## src/rtl/cnit_pkg.sv

```systemverilog
`timescale 1ns / 1ps
`default_nettype none

package cnit_pkg;

  // Default depth of the queue between the classifier and the executor.
  localparam int QUEUE_DEPTH = 2;

  // Request codes as they arrive on the input channel.
  typedef enum logic [2:0] {
    REQ_TICK        = 3'd0,
    REQ_EN_WRITE    = 3'd1,
    REQ_TIMER_WRITE = 3'd2,
    REQ_NMI_READ    = 3'd3,
    REQ_IRQ_READ    = 3'd4,
    REQ_NMI_TEST    = 3'd5,
    REQ_IRQ_TEST    = 3'd6,
    REQ_NOP         = 3'd7
  } req_t;

  // Configuration register index.
  localparam logic REG_REGION_PAL = 1'b0;

  // Line where vertical blank begins, normal and overscan.
  localparam logic [8:0] VBLANK_LINE      = 9'd225;
  localparam logic [8:0] VBLANK_LINE_OVER = 9'd240;

  // One request after classification.
  typedef struct packed {
    req_t        op;
    logic        nmi_level;
    logic [8:0]  irq_vpos;
    logic [10:0] irq_hpos;
    logic        interlace;
    logic        field_odd;
    logic        en_nmi;
    logic        en_virq;
    logic        en_hirq;
    logic [8:0]  new_vtime;
    logic [8:0]  new_htime;
    logic        irq_disable;
  } item_t;

  // Queue fill status.
  typedef struct packed {
    logic empty;
    logic full;
  } q_stat_t;

endpackage

`default_nettype wire

```

## src/rtl/cnit_if.sv

```systemverilog
`timescale 1ns / 1ps
`default_nettype none

interface cnit_in_if;
  logic        valid;
  logic        ready;
  logic [2:0]  req_type;
  logic [8:0]  nmi_vpos;
  logic [8:0]  irq_vpos;
  logic [10:0] irq_hpos;
  logic        overscan;
  logic        interlace;
  logic        field_odd;
  logic [7:0]  write_data;
  logic [8:0]  new_vtime;
  logic [8:0]  new_htime;
  logic        irq_disable;

  modport source (
    output valid, req_type, nmi_vpos, irq_vpos, irq_hpos, overscan, interlace,
           field_odd, write_data, new_vtime, new_htime, irq_disable,
    input  ready
  );
  modport sink (
    input  valid, req_type, nmi_vpos, irq_vpos, irq_hpos, overscan, interlace,
           field_odd, write_data, new_vtime, new_htime, irq_disable,
    output ready
  );
endinterface

interface cnit_out_if;
  logic valid;
  logic ready;
  logic read_bit;
  logic nmi_taken;
  logic irq_taken;
  logic wake;
  logic nmi_line_out;
  logic irq_line_out;

  modport source (
    output valid, read_bit, nmi_taken, irq_taken, wake, nmi_line_out, irq_line_out,
    input  ready
  );
  modport sink (
    input  valid, read_bit, nmi_taken, irq_taken, wake, nmi_line_out, irq_line_out,
    output ready
  );
endinterface

`default_nettype wire

```

## src/rtl/cnit_front.sv

```systemverilog
`timescale 1ns / 1ps
`default_nettype none

module cnit_front (
  cnit_in_if.sink          in_ch,
  input  cnit_pkg::q_stat_t q_stat,
  output logic             push,
  output cnit_pkg::item_t  push_item
);

  assign in_ch.ready = !q_stat.full;
  assign push        = in_ch.valid && in_ch.ready;

  // Decode the request and reduce the NMI beam position to its vblank level.
  always_comb begin
    push_item.op          = cnit_pkg::req_t'(in_ch.req_type);
    push_item.nmi_level   = in_ch.nmi_vpos >= (in_ch.overscan ? cnit_pkg::VBLANK_LINE_OVER
                                                              : cnit_pkg::VBLANK_LINE);
    push_item.irq_vpos    = in_ch.irq_vpos;
    push_item.irq_hpos    = in_ch.irq_hpos;
    push_item.interlace   = in_ch.interlace;
    push_item.field_odd   = in_ch.field_odd;
    push_item.en_nmi      = in_ch.write_data[7];
    push_item.en_virq     = in_ch.write_data[5];
    push_item.en_hirq     = in_ch.write_data[4];
    push_item.new_vtime   = in_ch.new_vtime;
    push_item.new_htime   = in_ch.new_htime;
    push_item.irq_disable = in_ch.irq_disable;
  end

endmodule

`default_nettype wire

```

## src/rtl/cnit_queue.sv

```systemverilog
`timescale 1ns / 1ps
`default_nettype none

module cnit_queue #(
  parameter int DEPTH = cnit_pkg::QUEUE_DEPTH
) (
  input  logic              clk,
  input  logic              rst_n,
  input  logic              push,
  input  cnit_pkg::item_t   push_item,
  input  logic              pop,
  output cnit_pkg::item_t   head,
  output cnit_pkg::q_stat_t q_stat
);

  localparam int PTR_W = (DEPTH > 1) ? $clog2(DEPTH) : 1;
  localparam int CNT_W = $clog2(DEPTH + 1);
  localparam logic [PTR_W-1:0] LAST_PTR = PTR_W'(DEPTH - 1);
  localparam logic [CNT_W-1:0] FULL_CNT = CNT_W'(DEPTH);

  cnit_pkg::item_t  mem [DEPTH];
  logic [PTR_W-1:0] wr_ptr_r, wr_ptr_nxt;
  logic [PTR_W-1:0] rd_ptr_r, rd_ptr_nxt;
  logic [CNT_W-1:0] count_r, count_nxt;

  assign head         = mem[rd_ptr_r];
  assign q_stat.empty = (count_r == '0);
  assign q_stat.full  = (count_r == FULL_CNT);

  always_comb begin
    wr_ptr_nxt = wr_ptr_r;
    rd_ptr_nxt = rd_ptr_r;
    count_nxt  = count_r;
    if (push) begin
      wr_ptr_nxt = (wr_ptr_r == LAST_PTR) ? '0 : wr_ptr_r + 1'b1;
    end
    if (pop) begin
      rd_ptr_nxt = (rd_ptr_r == LAST_PTR) ? '0 : rd_ptr_r + 1'b1;
    end
    if (push && !pop) begin
      count_nxt = count_r + 1'b1;
    end else if (pop && !push) begin
      count_nxt = count_r - 1'b1;
    end
  end

  always_ff @(posedge clk) begin
    if (!rst_n) begin
      wr_ptr_r <= '0;
      rd_ptr_r <= '0;
      count_r  <= '0;
    end else begin
      wr_ptr_r <= wr_ptr_nxt;
      rd_ptr_r <= rd_ptr_nxt;
      count_r  <= count_nxt;
    end
  end

  always_ff @(posedge clk) begin
    if (push) begin
      mem[wr_ptr_r] <= push_item;
    end
  end

endmodule

`default_nettype wire

```

## src/rtl/cnit_back.sv

```systemverilog
`timescale 1ns / 1ps
`default_nettype none

module cnit_back (
  input  logic              clk,
  input  logic              rst_n,
  input  logic              region_pal,
  input  cnit_pkg::item_t   head,
  input  cnit_pkg::q_stat_t q_stat,
  output logic              pop,
  cnit_out_if.source        out_ch
);

  localparam logic [8:0] LAST_DOT   = 9'd339;
  localparam logic [8:0] LIM_NTSC   = 9'd262;
  localparam logic [8:0] LIM_PAL    = 9'd312;
  localparam logic [8:0] ODD_LINE   = 9'd240;
  localparam logic [2:0] HOLD_START = 3'd4;

  function automatic logic [2:0] hold_dec(input logic [2:0] c);
    return (c >= 3'd2) ? c - 3'd2 : 3'd0;
  endfunction

  // False where the timer position can never produce a compare match.
  function automatic logic can_latch(input logic [8:0] v, input logic [8:0] h_raw,
                                     input logic hen, input logic pal,
                                     input logic il, input logic fo);
    logic [8:0] h;
    logic [8:0] lim;
    logic       ok;
    h   = hen ? h_raw : 9'd0;
    lim = pal ? LIM_PAL : LIM_NTSC;
    ok  = 1'b1;
    if (v == ODD_LINE && h == LAST_DOT && !il && fo) ok = 1'b0;
    if (v == lim - 9'd1 && h == LAST_DOT && !il) ok = 1'b0;
    if (v == lim && !il) ok = 1'b0;
    if (v == lim && h == LAST_DOT) ok = 1'b0;
    if (v > lim) ok = 1'b0;
    if (h > LAST_DOT) ok = 1'b0;
    return ok;
  endfunction

  logic        nmi_en_r, nmi_en_nxt;
  logic        virq_en_r, virq_en_nxt;
  logic        hirq_en_r, hirq_en_nxt;
  logic        nmi_pending_r, nmi_pending_nxt;
  logic        irq_pending_r, irq_pending_nxt;
  logic        nmi_flag_r, nmi_flag_nxt;
  logic        irq_flag_r, irq_flag_nxt;
  logic        nmi_level_prev_r, nmi_level_prev_nxt;
  logic        irq_match_prev_r, irq_match_prev_nxt;
  logic [2:0]  nmi_hold_r, nmi_hold_nxt;
  logic [2:0]  irq_hold_r, irq_hold_nxt;
  logic [8:0]  vtime_r, vtime_nxt;
  logic [8:0]  htime_r, htime_nxt;
  logic [8:0]  vtrigger_r, vtrigger_nxt;
  logic [10:0] htrigger_r, htrigger_nxt;
  logic        never_r, never_nxt;

  logic        out_valid_r, out_valid_nxt;
  logic        read_bit_r, read_bit_nxt;
  logic        nmi_taken_r, nmi_taken_nxt;
  logic        irq_taken_r, irq_taken_nxt;
  logic        wake_r, wake_nxt;
  logic        nmi_flag_out_r, irq_flag_out_r;

  logic        refresh;
  logic [8:0]  ref_v;
  logic [8:0]  ref_h;
  logic        ref_hen;
  logic [9:0]  h_sum;
  logic        match;

  assign pop = !q_stat.empty && (!out_valid_r || out_ch.ready);

  always_comb begin
    nmi_en_nxt         = nmi_en_r;
    virq_en_nxt        = virq_en_r;
    hirq_en_nxt        = hirq_en_r;
    nmi_pending_nxt    = nmi_pending_r;
    irq_pending_nxt    = irq_pending_r;
    nmi_flag_nxt       = nmi_flag_r;
    irq_flag_nxt       = irq_flag_r;
    nmi_level_prev_nxt = nmi_level_prev_r;
    irq_match_prev_nxt = irq_match_prev_r;
    nmi_hold_nxt       = nmi_hold_r;
    irq_hold_nxt       = irq_hold_r;
    vtime_nxt          = vtime_r;
    htime_nxt          = htime_r;
    vtrigger_nxt       = vtrigger_r;
    htrigger_nxt       = htrigger_r;
    never_nxt          = never_r;
    read_bit_nxt       = 1'b0;
    nmi_taken_nxt      = 1'b0;
    irq_taken_nxt      = 1'b0;
    wake_nxt           = 1'b0;
    refresh            = 1'b0;
    ref_v              = vtime_r;
    ref_h              = htime_r;
    ref_hen            = hirq_en_r;
    match              = 1'b0;

    if (pop) begin
      case (head.op)
        cnit_pkg::REQ_TICK: begin
          if (nmi_hold_r != 3'd0) begin
            nmi_hold_nxt = hold_dec(nmi_hold_r);
            if (nmi_hold_nxt == 3'd0 && nmi_en_r) nmi_pending_nxt = 1'b1;
          end
          if (!nmi_level_prev_r && head.nmi_level) begin
            nmi_flag_nxt = 1'b1;
            nmi_hold_nxt = HOLD_START;
          end else if (nmi_level_prev_r && !head.nmi_level) begin
            nmi_flag_nxt = 1'b0;
          end
          nmi_level_prev_nxt = head.nmi_level;

          if (irq_hold_r != 3'd0) irq_hold_nxt = hold_dec(irq_hold_r);
          if (irq_flag_r && irq_hold_nxt == 3'd0 && (virq_en_r || hirq_en_r)) begin
            irq_pending_nxt = 1'b1;
          end
          match = (virq_en_r || hirq_en_r)
                  && !(virq_en_r && (never_r || head.irq_vpos != vtrigger_r))
                  && !(hirq_en_r && (never_r || head.irq_hpos != htrigger_r));
          if (!irq_match_prev_r && match) begin
            irq_flag_nxt = 1'b1;
            irq_hold_nxt = HOLD_START;
          end
          irq_match_prev_nxt = match;
        end
        cnit_pkg::REQ_EN_WRITE: begin
          nmi_en_nxt  = head.en_nmi;
          virq_en_nxt = head.en_virq;
          hirq_en_nxt = head.en_hirq;
          if (!nmi_en_r && head.en_nmi && nmi_flag_r) nmi_pending_nxt = 1'b1;
          if (head.en_virq && !head.en_hirq && irq_flag_r) irq_pending_nxt = 1'b1;
          if (!head.en_virq && !head.en_hirq) begin
            irq_flag_nxt    = 1'b0;
            irq_pending_nxt = 1'b0;
          end
          refresh = 1'b1;
          ref_hen = head.en_hirq;
        end
        cnit_pkg::REQ_TIMER_WRITE: begin
          vtime_nxt = head.new_vtime;
          htime_nxt = head.new_htime;
          refresh   = 1'b1;
          ref_v     = head.new_vtime;
          ref_h     = head.new_htime;
        end
        cnit_pkg::REQ_NMI_READ: begin
          read_bit_nxt = nmi_flag_r;
          if (nmi_hold_r == 3'd0) nmi_flag_nxt = 1'b0;
        end
        cnit_pkg::REQ_IRQ_READ: begin
          read_bit_nxt = irq_flag_r;
          if (irq_hold_r == 3'd0) begin
            irq_flag_nxt    = 1'b0;
            irq_pending_nxt = 1'b0;
          end
        end
        cnit_pkg::REQ_NMI_TEST: begin
          if (nmi_pending_r) begin
            nmi_pending_nxt = 1'b0;
            nmi_taken_nxt   = 1'b1;
            wake_nxt        = 1'b1;
          end
        end
        cnit_pkg::REQ_IRQ_TEST: begin
          if (irq_pending_r) begin
            irq_pending_nxt = 1'b0;
            wake_nxt        = 1'b1;
            irq_taken_nxt   = !head.irq_disable;
          end
        end
        default: begin
        end
      endcase
    end

    // Trigger positions follow every enable or timer write, or are marked never when the position cannot match.
    h_sum = {1'b0, ref_h} + 10'd1;
    if (refresh) begin
      if (can_latch(ref_v, ref_h, ref_hen, region_pal, head.interlace, head.field_odd)) begin
        never_nxt    = 1'b0;
        vtrigger_nxt = ref_v;
        htrigger_nxt = ref_hen ? {h_sum[8:0], 2'b00} : 11'd0;
      end else begin
        never_nxt = 1'b1;
      end
    end

    out_valid_nxt = pop ? 1'b1 : (out_ch.ready ? 1'b0 : out_valid_r);
  end

  always_ff @(posedge clk) begin
    if (!rst_n) begin
      nmi_en_r         <= 1'b0;
      virq_en_r        <= 1'b0;
      hirq_en_r        <= 1'b0;
      nmi_pending_r    <= 1'b0;
      irq_pending_r    <= 1'b0;
      nmi_flag_r       <= 1'b0;
      irq_flag_r       <= 1'b0;
      nmi_level_prev_r <= 1'b0;
      irq_match_prev_r <= 1'b0;
      nmi_hold_r       <= 3'd0;
      irq_hold_r       <= 3'd0;
      vtime_r          <= 9'h1ff;
      htime_r          <= 9'h1ff;
      vtrigger_r       <= 9'd0;
      htrigger_r       <= 11'd0;
      never_r          <= 1'b1;
      out_valid_r      <= 1'b0;
    end else begin
      nmi_en_r         <= nmi_en_nxt;
      virq_en_r        <= virq_en_nxt;
      hirq_en_r        <= hirq_en_nxt;
      nmi_pending_r    <= nmi_pending_nxt;
      irq_pending_r    <= irq_pending_nxt;
      nmi_flag_r       <= nmi_flag_nxt;
      irq_flag_r       <= irq_flag_nxt;
      nmi_level_prev_r <= nmi_level_prev_nxt;
      irq_match_prev_r <= irq_match_prev_nxt;
      nmi_hold_r       <= nmi_hold_nxt;
      irq_hold_r       <= irq_hold_nxt;
      vtime_r          <= vtime_nxt;
      htime_r          <= htime_nxt;
      vtrigger_r       <= vtrigger_nxt;
      htrigger_r       <= htrigger_nxt;
      never_r          <= never_nxt;
      out_valid_r      <= out_valid_nxt;
    end
  end

  // Result payload, loaded only when a new beat is produced.
  always_ff @(posedge clk) begin
    if (pop) begin
      read_bit_r     <= read_bit_nxt;
      nmi_taken_r    <= nmi_taken_nxt;
      irq_taken_r    <= irq_taken_nxt;
      wake_r         <= wake_nxt;
      nmi_flag_out_r <= nmi_flag_nxt;
      irq_flag_out_r <= irq_flag_nxt;
    end
  end

  assign out_ch.valid        = out_valid_r;
  assign out_ch.read_bit     = read_bit_r;
  assign out_ch.nmi_taken    = nmi_taken_r;
  assign out_ch.irq_taken    = irq_taken_r;
  assign out_ch.wake         = wake_r;
  assign out_ch.nmi_line_out = nmi_flag_out_r;
  assign out_ch.irq_line_out = irq_flag_out_r;

endmodule

`default_nettype wire

```

## src/rtl/console_nmi_irq_timer_controller.sv

```systemverilog
`timescale 1ns / 1ps
`default_nettype none

// Vertical-blank NMI and H/V position IRQ controller for a console CPU.
// Requests arrive as beats on in_ch: poll ticks with delayed beam positions,
// enable and timer writes, flag reads with clear, and NMI/IRQ acknowledge
// tests. Every request beat produces exactly one result beat on out_ch, in
// order, carrying the read bit, the taken and wake flags and the line flags.
// A classifier decodes each beat and feeds a short queue; the executor pops
// one entry per cycle while out_ch is not stalled, updates the edge, hold and
// trigger state and loads the output register.
// An input beat is registered in the queue and then in the output register
// before it reaches out_ch. Throughput is one beat per cycle when out_ch is
// not stalled, set by the executor's state update, on which every request depends.
// When out_ch stalls, the output register holds its beat, the executor stops
// popping, and the queue absorbs up to QUEUE_DEPTH more beats before in_ch.ready
// drops. The user must write the region register (APB word 0, bit 0 selects the
// PAL line limit) only while idle; the block itself does not enforce this.
// Synchronous reset clears the queue and output valid, clears all enables,
// flags and hold counters, sets both timer positions to 0x1ff and marks the
// IRQ trigger as never. There is no clearing pass after reset.
module console_nmi_irq_timer_controller #(
  parameter int QUEUE_DEPTH = cnit_pkg::QUEUE_DEPTH
) (
  input  logic        clk,
  input  logic        rst_n,
  cnit_in_if.sink     in_ch,
  cnit_out_if.source  out_ch,
  input  logic        psel,
  input  logic        penable,
  input  logic        pwrite,
  input  logic [2:0]  paddr,
  input  logic [31:0] pwdata,
  output logic [31:0] prdata,
  output logic        pready
);

  // Configuration port. The only register is the region select at word 0.
  logic region_pal_r;
  logic cfg_write;

  assign pready    = 1'b1;
  assign cfg_write = psel && penable && pwrite && pready;
  assign prdata    = (paddr[2] == cnit_pkg::REG_REGION_PAL) ? {31'd0, region_pal_r} : 32'd0;

  always_ff @(posedge clk) begin
    if (!rst_n) begin
      region_pal_r <= 1'b0;
    end else if (cfg_write && paddr[2] == cnit_pkg::REG_REGION_PAL) begin
      region_pal_r <= pwdata[0];
    end
  end

  // Front end, queue and executor.
  cnit_pkg::item_t   push_item;
  cnit_pkg::item_t   head;
  cnit_pkg::q_stat_t q_stat;
  logic              push;
  logic              pop;

  cnit_front u_front (
    .in_ch     (in_ch),
    .q_stat    (q_stat),
    .push      (push),
    .push_item (push_item)
  );

  cnit_queue #(
    .DEPTH (QUEUE_DEPTH)
  ) u_queue (
    .clk       (clk),
    .rst_n     (rst_n),
    .push      (push),
    .push_item (push_item),
    .pop       (pop),
    .head      (head),
    .q_stat    (q_stat)
  );

  cnit_back u_back (
    .clk        (clk),
    .rst_n      (rst_n),
    .region_pal (region_pal_r),
    .head       (head),
    .q_stat     (q_stat),
    .pop        (pop),
    .out_ch     (out_ch)
  );

  // An accepted beat is always waiting in the queue on the next cycle.
  a_accept_queued: assert property (@(posedge clk) disable iff (!rst_n)
    (in_ch.valid && in_ch.ready) |=> !q_stat.empty)
    else $error("accepted beat missing from queue");

  // The executor never pops an empty queue.
  a_pop_nonempty: assert property (@(posedge clk) disable iff (!rst_n)
    pop |-> !q_stat.empty)
    else $error("pop from empty queue");

  // A stalled result beat is never overwritten by a new one.
  a_stall_no_pop: assert property (@(posedge clk) disable iff (!rst_n)
    (out_ch.valid && !out_ch.ready) |-> !pop)
    else $error("executor advanced while result stalled");

  // Reset leaves nothing in flight.
  a_reset_empty: assert property (@(posedge clk)
    !rst_n |=> (q_stat.empty && !out_ch.valid))
    else $error("beats in flight after reset");

endmodule

`default_nettype wire
```

## src/flat_wrapper.sv

```systemverilog
// flat-port wrapper written by rule: the top's interface ports become plain ports
module console_nmi_irq_timer_controller_flat 
#(
  parameter int QUEUE_DEPTH = cnit_pkg::QUEUE_DEPTH
)
  (clk, rst_n, psel, penable, pwrite, paddr, pwdata, prdata, pready, in_ch_valid, in_ch_req_type, in_ch_nmi_vpos, in_ch_irq_vpos, in_ch_irq_hpos, in_ch_overscan, in_ch_interlace, in_ch_field_odd, in_ch_write_data, in_ch_new_vtime, in_ch_new_htime, in_ch_irq_disable, in_ch_ready, out_ch_valid, out_ch_read_bit, out_ch_nmi_taken, out_ch_irq_taken, out_ch_wake, out_ch_nmi_line_out, out_ch_irq_line_out, out_ch_ready);
  cnit_in_if in_ch_i ();
  cnit_out_if out_ch_i ();
  input  logic clk;
  input  logic rst_n;
  input  logic psel;
  input  logic penable;
  input  logic pwrite;
  input  logic [2:0] paddr;
  input  logic [31:0] pwdata;
  output logic [31:0] prdata;
  output logic pready;
  input wire logic [$bits(in_ch_i.valid)-1:0] in_ch_valid;
  input wire logic [$bits(in_ch_i.req_type)-1:0] in_ch_req_type;
  input wire logic [$bits(in_ch_i.nmi_vpos)-1:0] in_ch_nmi_vpos;
  input wire logic [$bits(in_ch_i.irq_vpos)-1:0] in_ch_irq_vpos;
  input wire logic [$bits(in_ch_i.irq_hpos)-1:0] in_ch_irq_hpos;
  input wire logic [$bits(in_ch_i.overscan)-1:0] in_ch_overscan;
  input wire logic [$bits(in_ch_i.interlace)-1:0] in_ch_interlace;
  input wire logic [$bits(in_ch_i.field_odd)-1:0] in_ch_field_odd;
  input wire logic [$bits(in_ch_i.write_data)-1:0] in_ch_write_data;
  input wire logic [$bits(in_ch_i.new_vtime)-1:0] in_ch_new_vtime;
  input wire logic [$bits(in_ch_i.new_htime)-1:0] in_ch_new_htime;
  input wire logic [$bits(in_ch_i.irq_disable)-1:0] in_ch_irq_disable;
  output wire logic [$bits(in_ch_i.ready)-1:0] in_ch_ready;
  output wire logic [$bits(out_ch_i.valid)-1:0] out_ch_valid;
  output wire logic [$bits(out_ch_i.read_bit)-1:0] out_ch_read_bit;
  output wire logic [$bits(out_ch_i.nmi_taken)-1:0] out_ch_nmi_taken;
  output wire logic [$bits(out_ch_i.irq_taken)-1:0] out_ch_irq_taken;
  output wire logic [$bits(out_ch_i.wake)-1:0] out_ch_wake;
  output wire logic [$bits(out_ch_i.nmi_line_out)-1:0] out_ch_nmi_line_out;
  output wire logic [$bits(out_ch_i.irq_line_out)-1:0] out_ch_irq_line_out;
  input wire logic [$bits(out_ch_i.ready)-1:0] out_ch_ready;
  assign in_ch_i.valid = in_ch_valid;
  assign in_ch_i.req_type = in_ch_req_type;
  assign in_ch_i.nmi_vpos = in_ch_nmi_vpos;
  assign in_ch_i.irq_vpos = in_ch_irq_vpos;
  assign in_ch_i.irq_hpos = in_ch_irq_hpos;
  assign in_ch_i.overscan = in_ch_overscan;
  assign in_ch_i.interlace = in_ch_interlace;
  assign in_ch_i.field_odd = in_ch_field_odd;
  assign in_ch_i.write_data = in_ch_write_data;
  assign in_ch_i.new_vtime = in_ch_new_vtime;
  assign in_ch_i.new_htime = in_ch_new_htime;
  assign in_ch_i.irq_disable = in_ch_irq_disable;
  assign in_ch_ready = in_ch_i.ready;
  assign out_ch_valid = out_ch_i.valid;
  assign out_ch_read_bit = out_ch_i.read_bit;
  assign out_ch_nmi_taken = out_ch_i.nmi_taken;
  assign out_ch_irq_taken = out_ch_i.irq_taken;
  assign out_ch_wake = out_ch_i.wake;
  assign out_ch_nmi_line_out = out_ch_i.nmi_line_out;
  assign out_ch_irq_line_out = out_ch_i.irq_line_out;
  assign out_ch_i.ready = out_ch_ready;
  console_nmi_irq_timer_controller #(.QUEUE_DEPTH(QUEUE_DEPTH)) u_core (.clk(clk), .rst_n(rst_n), .in_ch(in_ch_i), .out_ch(out_ch_i), .psel(psel), .penable(penable), .pwrite(pwrite), .paddr(paddr), .pwdata(pwdata), .prdata(prdata), .pready(pready));
endmodule
```

## config.mk

```make
export PLATFORM = sky130hd
export DESIGN_NAME = console_nmi_irq_timer_controller_flat
export DESIGN_NICKNAME = d
export VERILOG_FILES = /design/src/rtl/cnit_pkg.sv /design/src/rtl/cnit_if.sv /design/src/rtl/cnit_front.sv /design/src/rtl/cnit_queue.sv /design/src/rtl/cnit_back.sv /design/src/rtl/console_nmi_irq_timer_controller.sv /design/src/flat_wrapper.sv
export SDC_FILE = /design/constraint.sdc
export NUM_CORES = 1
export LEC_CHECK = 0
export ABC_AREA = 1
export BUFFER_PORTS_ARGS = -buffer_cell sky130_fd_sc_hd__buf_4
export CAP_MARGIN = 20
export CORE_AREA = 4 4 118 120
export DETAILED_ROUTE_END_ITERATION = 6
export DIE_AREA = 0 0 122 124
export GPL_TIMING_DRIVEN = 0
export PLACE_DENSITY = 0.84
export SYNTH_ARGS = -nofsm -noshare
export SYNTH_HDL_FRONTEND = slang
export SYNTH_SLANG_ARGS = --single-unit
```

## constraint.sdc

```tcl
create_clock -name clk -period 6 [get_ports clk]
set_clock_uncertainty 0.2 [all_clocks]
set_input_delay 0.3 -clock clk [delete_from_list [all_inputs] [get_ports clk]]
set_output_delay 0.3 -clock clk [all_outputs]
set_load 0.02 [all_outputs]
```

Word-level counts from Yosys, hierarchy flattened
Memory sizes are Yosys's and may differ from the RTL's. A register that Yosys moved wholly into a read port is not among the register bits.
Index checks and enable logic that the tools add are counted.
{"block": "word_totals", "register_bits": 66, "mem_bits_rw": 96, "input_bits": 104, "output_inout_bits": 41, "elab_cells": 192, "n_memories": 1}
{"block": "op_classes", "n_addsub": 8, "n_lt_le_gt_ge": 5, "eq_ne": 19, "n_mux": 62, "bitwise": 1, "reduce_logical": 69}
{"memory": "u_core.u_queue.mem", "words": 2, "word_bits": 48, "read_ports": 1, "rd_clocked_by_memory_dff": 1, "write_ports": 1, "line": "cnit_queue.sv:21", "rtl": "cnit_pkg::item_t mem [DEPTH];"}
{"operator": "$mux W9", "n": 5}
{"operator": "$mux W1", "n": 38}
{"operator": "$logic_and A1 B1 Y1", "n": 29}
{"operator": "$mux W3", "n": 8}
{"operator": "$eq A9 B9 Y1", "n": 2}
{"operator": "$logic_not A1 Y1", "n": 15}
{"operator": "$logic_not A3 Y1", "n": 5}
{"operator": "$mux W11", "n": 1}
{"operator": "$ne A11 B11 Y1", "n": 1}
{"operator": "$ne A2 B2 Y1 const B", "n": 5}
{"operator": "$reduce_and A5 Y1", "n": 2}
{"operator": "$add A9 B1 Y9 const B", "n": 1}
{"operator": "$eq A3 B3 Y1 const B", "n": 3}
{"operator": "$eq A9 B8 Y1 const B", "n": 1}
{"operator": "$eq A9 B9 Y1 const B", "n": 1}
{"operator": "$ge A9 B8 Y1", "n": 1}
{"operator": "$gt A9 B9 Y1", "n": 1}
{"operator": "$gt A9 B9 Y1 const B", "n": 1}
{"operator": "$ne A9 B9 Y1", "n": 1}
{"operator": "$reduce_bool A3 Y1", "n": 3}
{"operator": "$sub A9 B1 Y9 const B", "n": 1}
{"operator": "$reduce_and A2 Y1", "n": 4}
{"operator": "$eq A3 B2 Y1 const B", "n": 2}
{"operator": "$ge A3 B2 Y1 const B", "n": 2}
{"operator": "20 further kinds", "n": 31}

Logic depth before layout (Yosys ltp)
Gate-level depths: netlist of run 1.
{"block": "depth", "word_depth": 17, "depth_mapped": 23, "ltp_nobuf": 20}

Modules after synthesis
A second synthesis of run 1 with hierarchy kept.
{"block": "unflattened", "cells_unflattened": 837, "hier_area_um2": 8081.5}
{"module": "cnit_queue", "n_inst": 1, "cells_per_inst": 184, "area_each_um2": 3769.9, "seq_area_each_um2": 2982.9}
{"module": "cnit_back", "n_inst": 1, "cells_per_inst": 531, "area_each_um2": 3508.4, "seq_area_each_um2": 1241.2}
{"module": "cnit_front", "n_inst": 1, "cells_per_inst": 76, "area_each_um2": 489.2, "seq_area_each_um2": 0.0}
{"module": "console_nmi_irq_timer_controller", "n_inst": 1, "cells_per_inst": 46, "area_each_um2": 314.1, "seq_area_each_um2": 20.0}

Worst setup path after synthesis of run 1
OpenSTA, ideal clock, no wires.
{"block": "synth_timing", "path_kind": "register -> register", "start": "register u_core.u_queue.count_r[0]", "end": "memory u_core.u_queue.mem[1][0] in the netlist's numbering (enable)", "setup_time_ns": 0.455, "t_arrival_ns": 2.713, "slack_ns": 2.631, "path_stages_with_launch": 5, "cell_sequence": "dfxtp_1 inv_1 nand2_1 nand2_1 nor2_1"}
{"block": "synth_between", "elab_chain_cells": 5}
{"item": "from (decl)", "line": "cnit_queue.sv:24", "rtl": "logic [CNT_W-1:0] count_r, count_nxt;"}
{"item": "from (signal assigned)", "line": "cnit_queue.sv:55", "rtl": "count_r <= count_nxt;"}
{"item": "$eq A2 B2 Y1", "line": "cnit_queue.sv:28", "rtl": "assign q_stat.full = (count_r == FULL_CNT);"}
{"item": "$logic_not A1 Y1", "line": "cnit_front.sv:11", "rtl": "assign in_ch.ready = !q_stat.full;"}
{"item": "net in_ch_ready", "line": "flat_wrapper.sv:30", "rtl": "output wire logic [$bits(in_ch_i.ready)-1:0] in_ch_ready;"}
{"item": "$logic_and A1 B1 Y1", "line": "cnit_front.sv:12", "rtl": "assign push = in_ch.valid && in_ch.ready;"}
{"item": "$mux W1", "line": "cnit_queue.sv:60", "rtl": "if (push) begin"}
{"item": "$mux W1 (not written as such)", "line": "cnit_queue.sv:61", "rtl": "mem[wr_ptr_r] <= push_item;"}
{"item": "to (decl)", "line": "cnit_queue.sv:21"}
The timed path passes the listed nets, and every way through them passes these cells.

Final worst setup path of run 1
{"block": "layout_timing", "start": "input out_ch_ready", "end": "register u_core.u_back.htrigger_r[6]"}
{"block": "layout_between", "word_cells_on_any_way": 30, "cone_classes": "add/sub (1); order compare (2); eq/ne (4); mux (13); reduce/logical (10)"}
{"item": "from (decl)", "line": "flat_wrapper.sv:38", "rtl": "input wire logic [$bits(out_ch_i.ready)-1:0] out_ch_ready;"}
{"item": "$logic_or A1 B1 Y1 (*)", "line": "cnit_back.sv:74", "rtl": "assign pop = !q_stat.empty && (!out_valid_r || out_ch.ready);"}
{"item": "$logic_and A1 B1 Y1 (*)", "line": "cnit_back.sv:74"}
{"item": "$mux W9 (*)", "line": "cnit_back.sv:103", "rtl": "if (pop) begin"}
{"item": "net u_core.u_back.ref_v[3]", "line": "cnit_back.sv:68", "rtl": "logic [8:0] ref_v;"}
{"item": "$eq A9 B8 Y1", "line": "cnit_back.sv:34", "rtl": "if (v == ODD_LINE && h == LAST_DOT && !il && fo) ok = 1'b0;"}
{"item": "$logic_and A1 B1 Y1 (3 in series)", "line": "cnit_back.sv:34"}
{"item": "$mux W1", "line": "cnit_back.sv:34"}
{"item": "$mux W1", "line": "cnit_back.sv:35", "rtl": "if (v == lim - 9'd1 && h == LAST_DOT && !il) ok = 1'b0;"}
{"item": "$mux W1", "line": "cnit_back.sv:36", "rtl": "if (v == lim && !il) ok = 1'b0;"}
{"item": "$mux W1", "line": "cnit_back.sv:37", "rtl": "if (v == lim && h == LAST_DOT) ok = 1'b0;"}
{"item": "$mux W1 (*)", "line": "cnit_back.sv:38", "rtl": "if (v > lim) ok = 1'b0;"}
{"item": "$mux W1 (*)", "line": "cnit_back.sv:39", "rtl": "if (h > LAST_DOT) ok = 1'b0;"}
{"item": "$mux W1 (*)", "line": "cnit_back.sv:183", "rtl": "if (refresh) begin"}
{"item": "$reduce_and A2 Y1 (no source line) (*)"}
{"item": "to (signal assigned)", "line": "cnit_back.sv:230", "rtl": "htrigger_r <= htrigger_nxt;"}
{"item": "to (decl)", "line": "cnit_back.sv:57", "rtl": "logic [10:0] htrigger_r, htrigger_nxt;"}
Mark *: on every way through the listed nets, which the timed path passes. The rest lies on a longest branch. The select of a mux whose other input is x is not followed.
A chain may end at the register's enable or synchronous reset.

==> impl_summary.txt, run 1 <==
----------------------------------------------------
[Logic synthesis]
  Post-synthesis compound-gate area fraction ... 5.82%
  Post-synthesis share of cell area spent on xor and xnor gates ... 1.16%
  Adder-cell area share of the yosys netlist ... 1.82%
  Proportion of synthesized area in mux cells ... 0.397%
  Top cells by count, synth ... 237 x nand2_1, 105 x nor2_1, 102 x edfxtp_1
  Synthesized-area fraction occupied by and/or/nand/nor cells ... 25.5%
  Synth area leaders ... edfxtp_1 40%, dfxtp_1 16%, nand2_1 12%
  Post-Syn Area ... 0.00757 mm2
  Post-synthesis sequential area ratio ... 56.1%
  Dominant combinational cell family by area after synthesis ... simple AND/OR/NAND/NOR gates
  Primary flip-flop cell chosen by synthesis mapping ... edfxtp_1
  Warnings from Yosys ... 0
  Leading area contributor after synthesis ... edfxtp_1
  Unique cell type count in the Yosys netlist ... 43
  Portion of synthesized cell area occupied by the leading cell type ... 40.5%
  Syn Area/Cell ... 8.87 um2
  Instance count of the mapped netlist ... 853
  Flops & latches, synth ... 161
  Number of enable-type register cells in the synthesized netlist ... 102
  Dominant cell by count in the synthesized netlist ... nand2_1
  Async set-reset flop share out of synthesis ... 0%

[Drt]
  Wire length per cell ... 13.8 um
  DRT Wirelength ... 16.8 mm
  Initial detailed-routing violation count ... 521
  Via Count ... 6164
  Residual DRC count ... 0
  Vias per cell ... 5.06
  Post-route antenna net violation count ... 0
  DR pass1 iterations ... 5

[Final layout]
  Share of layout cells above drive strength 1 ... 17.4%
  Post-route cell area ... 0.00965 mm2
  Post-layout nets ... 1144
  Register cell area after layout ... 0.00424 mm2
  # fillers ... 937
  Post-layout util ... 74.4%
  Multi-input combinational cell area ... 0.00276 mm2
  Area delta synth->final ... 27.6%
  Antenna Diode Count ... 0

[Critical path]
  Critical path startpoint category ... primary input
  Category of the most critical setup path ... in2reg
  Maximum fanout along the worst path ... 10
  Data arrival at the endpoint of the critical path ... 3580 ps
  R2R Setup Slk ... 2660 ps
  Depth of the worst register-to-register path ... 20
  Data required time at the worst endpoint ... 6160 ps
  Setup crit end kind ... flip-flop
  Worst reg2reg endpoint ... u_core.u_back.htrigger_r[6]

[STA]
  Tightest Pin Transition ... 897 ps
  Number of endpoints with negative hold slack in the final report ... 0
  Highest clock rate ... 293 MHz
  Final min period ... 3420 ps
  Unrepaired setup endpoints after global routing ... false
  Final count of pins violating max slew ... 0
  Post-route clock period utilization ... 56.9%
  Total of endpoints with negative setup slack in the final report ... 0
  Relative slew slack ... 40.1%
  Final-layout setup total negative slack ... 0 ps

[Floorplanning]
  Number of primary I/O pins ... 145
  Core area ... 0.0130 mm2
  Starting utilization of the core area ... 58.3%
  Chip Width ... 122 um
  Die ar. ... 0.0151 mm2
  Die extent in y ... 124 um
  Row count ... 42

[Worst hold path]
  Worst Hold Endpoint ... u_core.u_back.out_ch.valid
  Launch point of the worst hold path ... rst_n
  Worst Hold Depth ... 3
  Class of the worst hold path ... in2reg

[Placed design]
  Number of buffers added on ports ... 74
  Post-detailed-placement cell area ... 0.00852 mm2
  Placer's final routability congestion estimate ... 0.939
  DP Wirelength ... 11.4 mm

[CTS]
  Sinks on Clock Net ... 161
  Number of clock buffers inserted by TritonCTS ... 17
  Maximum clock insertion buffer count ... 2
  Depth of the CTS H-tree ... 4
  Clock latency of the later-clocked register in the worst-skew pair ... 430 ps
  TritonCTS clock tree ... built
  Clock slew seen by the registers of the worst setup and hold paths ... 60 ps
  Library cell used as clock root buffer ... clkbuf_16

[Global routing]
  Wire length of the first global-routing pass ... 27.0 mm
  Total grt overflow ... 0
  Global router's overall resource usage ... 23.1%
  Largest net degree at the start of global routing ... 29
  Number of antenna violations at the first check in global routing ... 0
  Number of global-route vias before repair ... 5979

[Power and ir drop]
  Leakage power ... 0.00430 uW
  Power per cell area ... 404 mW/mm2
  Overall power after layout ... 3900 uW
  Worst ir drop on vdd ... 0.000237 V

[Run status]
  Result of the run ... finished clean

[Flow run]
  Count of maximum capacitance violations ... 0

----------------------------------------------------
[state kept, by name (all words and copies together), names as in the netlist, 2 cells and up, named ones only]
signal,flops
u_core.u_back.vtrigger_r,9
u_core.u_back.vtime_r,9
u_core.u_queue.count_r,2
u_core.u_back.irq_hold_r,3
u_core.u_back.htime_r,9
u_core.u_queue.mem,96
u_core.u_back.nmi_hold_r,3
u_core.u_back.htrigger_r,9
[timing repair]
item,CTS,global route
buffers inserted,0,0
hold buffers,51,0
resized for setup,0,0
endpoints found under the hold margin,98,0
[worst max-delay path by stage]
stage / start / to / slack [ps] / cells past startpoint
2_1_floorplan: u_core.u_queue.count_r[0] / u_core.u_queue.mem[1][0] / 2630 / 4
5_1_grt: out_ch_ready / u_core.u_back.htrigger_r[4] / 2170 / 22
3_3_place_gp: u_core.u_queue.count_r[0] / u_core.u_queue.mem[0][12] / 1670 / 4
3_5_place_dp: flip-flop / u_core.u_back.htrigger_r[6] / 2690 / 19
6_report: out_ch_ready / u_core.u_back.htrigger_r[6] / 2580 / 22
4_1_cts: out_ch_ready / u_core.u_back.htrigger_r[2] / 2610 / 22
[worst max-delay path, cell delays in order]
cell	delay [ps]
dlygate4sd3_1	530
buf_4	130
inv_1	40
nand2_1	60
nand2_2	180
nor2_2	80
nand2_2	140
buf_2	240
nand2_1	70
nand2_1	170
inv_1	70
ha_1	300
nand2_1	50
nor2_1	110
nand3_1	110
nor2_1	110
nand3_1	90
nand2_2	170
nand4_1	300
nand2_1	150
nand2_1	50
nor2_1	100
[logic make-up after synthesis]
group / count (synthesis)
xor+xnor: 10
compound gates: 76
simple gates: 453
other cells: 2
fa+ha+maj: 11
buf+inv: 137
flops: 161
mux: 3
[area by class of cell]
| type | count | share of cell area (%) |
|---|---|---|
| clock buffers | 27 | 6.14 |
| inverters | 79 | 3.07 |
| repair buffers | 127 | 11.5 |
| plain buffers | 58 | 4.08 |
| multi-input cells | 585 | 28.6 |
| clock inverters | 5 | 0.337 |
| well taps | 176 | 2.28 |
| flip-flops and latches | 161 | 44.0 |
[layout by cell type (no fill, tap or decap), types with 4 or more instances in the layout]
cell type      netlist  final
nand2_1            237    237
buf_4               35    109
nor2_1             105    103
edfxtp_1           102    102
inv_1               75     75
dfxtp_1             59     59
dlygate4sd3_1        0     51
nand3_1             48     48
o21ai_0             32     32
conb_1               2     32
nand4_1             24     24
clkbuf_16            0     22
a21oi_1             20     20
buf_2               12     12
nor3_1              12     12
ha_1                11     11
clkbuf_1             7      9
nand2_2              8      8
xor2_1               7      7
nor2_4               3      5
buf_6                4      4
nor4_1               4      4
[routing by layer]
layer / track usage (%) / wire length, um / vias to the layer above
li1: - / - / 3109
met1: 26.8 / 6840 / 2834
met2: 41.2 / 8570 / 177
met3: 4.90 / 842 / 44
met4: 10.7 / 548 / 0
met5: 0 / 0 / -
[where the power goes]
group / internal [uW] / switching (uW) / total (uW)
Combinational: 452 / 889 / 1340
Clock: 680 / 421 / 1100
Sequential: 1400 / 65.6 / 1460
[metrics by stage]
stage          worst slack [ps]  hold slack, ps  cells
6_report                   2580            87.0   1218
5_1_grt                    2170            97.4   1218
4_1_cts                    2610            66.5   1218
3_5_place_dp               2690             238   1135
3_3_place_gp               1670             235   1133
2_1_floorplan              2630             199    883
Note: power is estimated with default switching activity, not from simulation.
==> run 2: changes to the inputs <==
--- a/config.mk
+++ b/config.mk
@@ -8,11 +8,11 @@
 export ABC_AREA = 1
 export BUFFER_PORTS_ARGS = -buffer_cell sky130_fd_sc_hd__buf_4
 export CAP_MARGIN = 20
-export CORE_AREA = 4 4 118 120
+export CORE_AREA = 4 4 122 124
 export DETAILED_ROUTE_END_ITERATION = 6
-export DIE_AREA = 0 0 122 124
+export DIE_AREA = 0 0 126 128
 export GPL_TIMING_DRIVEN = 0
-export PLACE_DENSITY = 0.84
+export PLACE_DENSITY = 0.79
 export SYNTH_ARGS = -nofsm -noshare
 export SYNTH_HDL_FRONTEND = slang
 export SYNTH_SLANG_ARGS = --single-unit
==> constraint.sdc (replaced) <==
create_clock -name clk -period 3.3 [get_ports clk]
set_clock_uncertainty 0.2 [all_clocks]
set_input_delay 0.165 -clock clk [delete_from_list [all_inputs] [get_ports clk]]
set_output_delay 0.165 -clock clk [all_outputs]
set_load 0.02 [all_outputs]
==> impl_summary.txt, run 2 (same netlist as run 1, synthesis figures left out) <==
----------------------------------------------------
[STA]
  Total of endpoints with negative setup slack in the final report ... 0
  Number of endpoints with negative hold slack in the final report ... 0
  Relative slew slack ... 43.4%
  Final count of pins violating max slew ... 0
  Hold slack ... 119 ps
  Final min period ... 3070 ps
  Final-layout setup total negative slack ... 0 ps
  Post-route clock period utilization ... 93.1%
  Tightest Pin Transition ... 846 ps
  Highest clock rate ... 325 MHz

[Power and ir drop]
  Worst ir drop on vdd ... 0.000362 V
  Overall power after layout ... 7060 uW
  Leakage power ... 0.00432 uW
  Power per cell area ... 727 mW/mm2

[Critical path]
  Critical path startpoint category ... flip-flop
  Cell with the most instances on the worst path ... nand2_1
  Category of the most critical setup path ... reg2reg
  Setup crit end kind ... flip-flop
  Max stage delay cell, worst path ... dfxtp_1
  Maximum fanout along the worst path ... 10
  Biggest cell delay along the critical path ... 360 ps
  Buffers & Inverters on Critical Path ... 4
  Data arrival at the endpoint of the critical path ... 3200 ps
  Cell family with most CP delay ... simple AND/OR/NAND/NOR gates
  Data required time at the worst endpoint ... 3420 ps
  Chain of cells forming the critical path ... buf_4, nand2_1, nand2_2, nor2_4, nand2_4, buf_6, nand2_1, nand2_2, inv_1, ha_1, nand2_1, nor2_1, nand3_1, nor2_1, nand3_1, nand2_4, buf_2, nand4_1, nand2_1, nor2_1

[Final layout]
  Antenna Diode Count ... 0
  Post-layout nets ... 1149
  Highest-count cells in the layout ignoring fill and taps ... 236 x nand2_1, 111 x buf_4, 103 x nor2_1, 102 x edfxtp_1, 74 x inv_1
  Area delta synth->final ... 28.3%
  Leading cell type in the layout, fill and taps excluded ... nand2_1
  Most flop-heavy register ... u_core.u_queue.mem
  Post-layout util ... 70.5%
  Non-Filler Instances ... 1227
  Largest register FFs ... 96
  Share of layout cells above drive strength 1 ... 17.7%

[CTS]
  Clock slew seen by the registers of the worst setup and hold paths ... 60 ps
  Number of clock buffers inserted by TritonCTS ... 17
  Library cell used as clock root buffer ... clkbuf_16
  TritonCTS clock tree ... built
  Depth of the CTS H-tree ... 4
  Maximum clock insertion buffer count ... 2
  Sinks on Clock Net ... 161
  Clock latency of the later-clocked register in the worst-skew pair ... 420 ps

[Global routing]
  Global router's overall resource usage ... 21.2%
  Total grt overflow ... 0
  Largest net degree at the start of global routing ... 28
  Number of antenna violations at the first check in global routing ... 0
  Wire length of the first global-routing pass ... 27.3 mm
  Number of global-route vias before repair ... 5979

[Placed design]
  Placer's final routability congestion estimate ... 0.875
  DP Cell Count ... 1139
  Number of buffers added on ports ... 74
  DP Wirelength ... 11.4 mm

[Worst hold path]
  Class of the worst hold path ... in2reg

[Floorplanning]
  Starting utilization of the core area ... 54.9%
  Die ar. ... 0.0161 mm2
  Core area ... 0.0138 mm2
  Chip Width ... 126 um
  Number of primary I/O pins ... 145
  Die extent in y ... 128 um
  Row count ... 43

[Run status]
  Result of the run ... finished clean

[Drt]
  Post-route antenna net violation count ... 0
  DR pass1 iterations ... 5
  Residual DRC count ... 0
  Wire length per cell ... 13.6 um
  Vias per cell ... 4.99
  Initial detailed-routing violation count ... 365
  DRT Wirelength ... 16.7 mm
  Via Count ... 6119

[Flow run]
  Count of maximum capacitance violations ... 0

----------------------------------------------------
[run 2: cell types whose count changed in the layout (fill, tap and decap cells not counted), moves of 2 or more]
cell,previous run,this run
nand2_4,0,2
dlygate4sd3_1,51,54
clkbuf_16,22,20
buf_4,109,111
buf_2,12,9
buf_6,4,7
clkinv_1,1,3
[run 2: routing by layer]
metal | routed length [um] | vias up | GRT usage (%)
met4 | 342 | 0 | 7.89
met1 | 6970 | 2809 | 25.0
li1 | - | 3118 | -
met5 | 0 | - | 0
met3 | 854 | 29 | 4.42
met2 | 8520 | 163 | 38.1
[run 2: cell type report]
cell class                 instances  area [um2]
timing repair buffer             132        1150
clock inverter                     8        43.8
multi-input combinational        585        2790
buffer                            58         413
tap                              180         225
fill                            1054        4070
clock buffer                      24         546
sequential                       161        4240
inverter                          79         297
[run 2: worst paths after layout]
check | startpoint | endpoint | slack [ps] | cells past startpoint
worst max-delay path | flip-flop | u_core.u_back.htrigger_r[9] | 230 | 20
worst min-delay path | in_ch_valid | u_core.u_queue.wr_ptr_r | 120 | 5
worst max register to register | flip-flop | u_core.u_back.htrigger_r[9] | 230 | 20
worst min register to register | u_core.u_back.htime_r[1] | u_core.u_back.htime_r[1] | 260 | 2
[run 2: timing repair]
action | 4_1_cts | 5_1_grt
setup endpoints to repair | 0 | 19
hold endpoints to repair | 107 | 0
gates resized for setup | 0 | 17
buffers inserted | 0 | 2
hold buffers | 54 | 0
[run 2: worst register-to-register path: stages, from the launching register on]
cell,delay (ps)
dfxtp_1,360
buf_4,200
nand2_1,80
nand2_2,140
nor2_4,70
nand2_4,120
buf_6,150
nand2_1,70
nand2_2,110
inv_1,60
ha_1,290
nand2_1,50
nor2_1,100
nand3_1,110
nor2_1,120
nand3_1,120
nand2_4,140
buf_2,230
nand4_1,120
nand2_1,90
nor2_1,50
[run 2: report_power, final]
part           leakage, uW  switching, uW  internal [uW]
registers          0.00143            117           2540
clock network     0.000289            761           1150
logic              0.00260           1630            861
[run 2: stage by stage]
step | worst slack, ps | cell area [um2]
global placement | 83.0 | 8470
CTS | 4.23 | 9650
finish | 227 | 9710
detailed placement | 48.2 | 8520
global route | -29.1 | 9710
floorplan | 534 | 7680
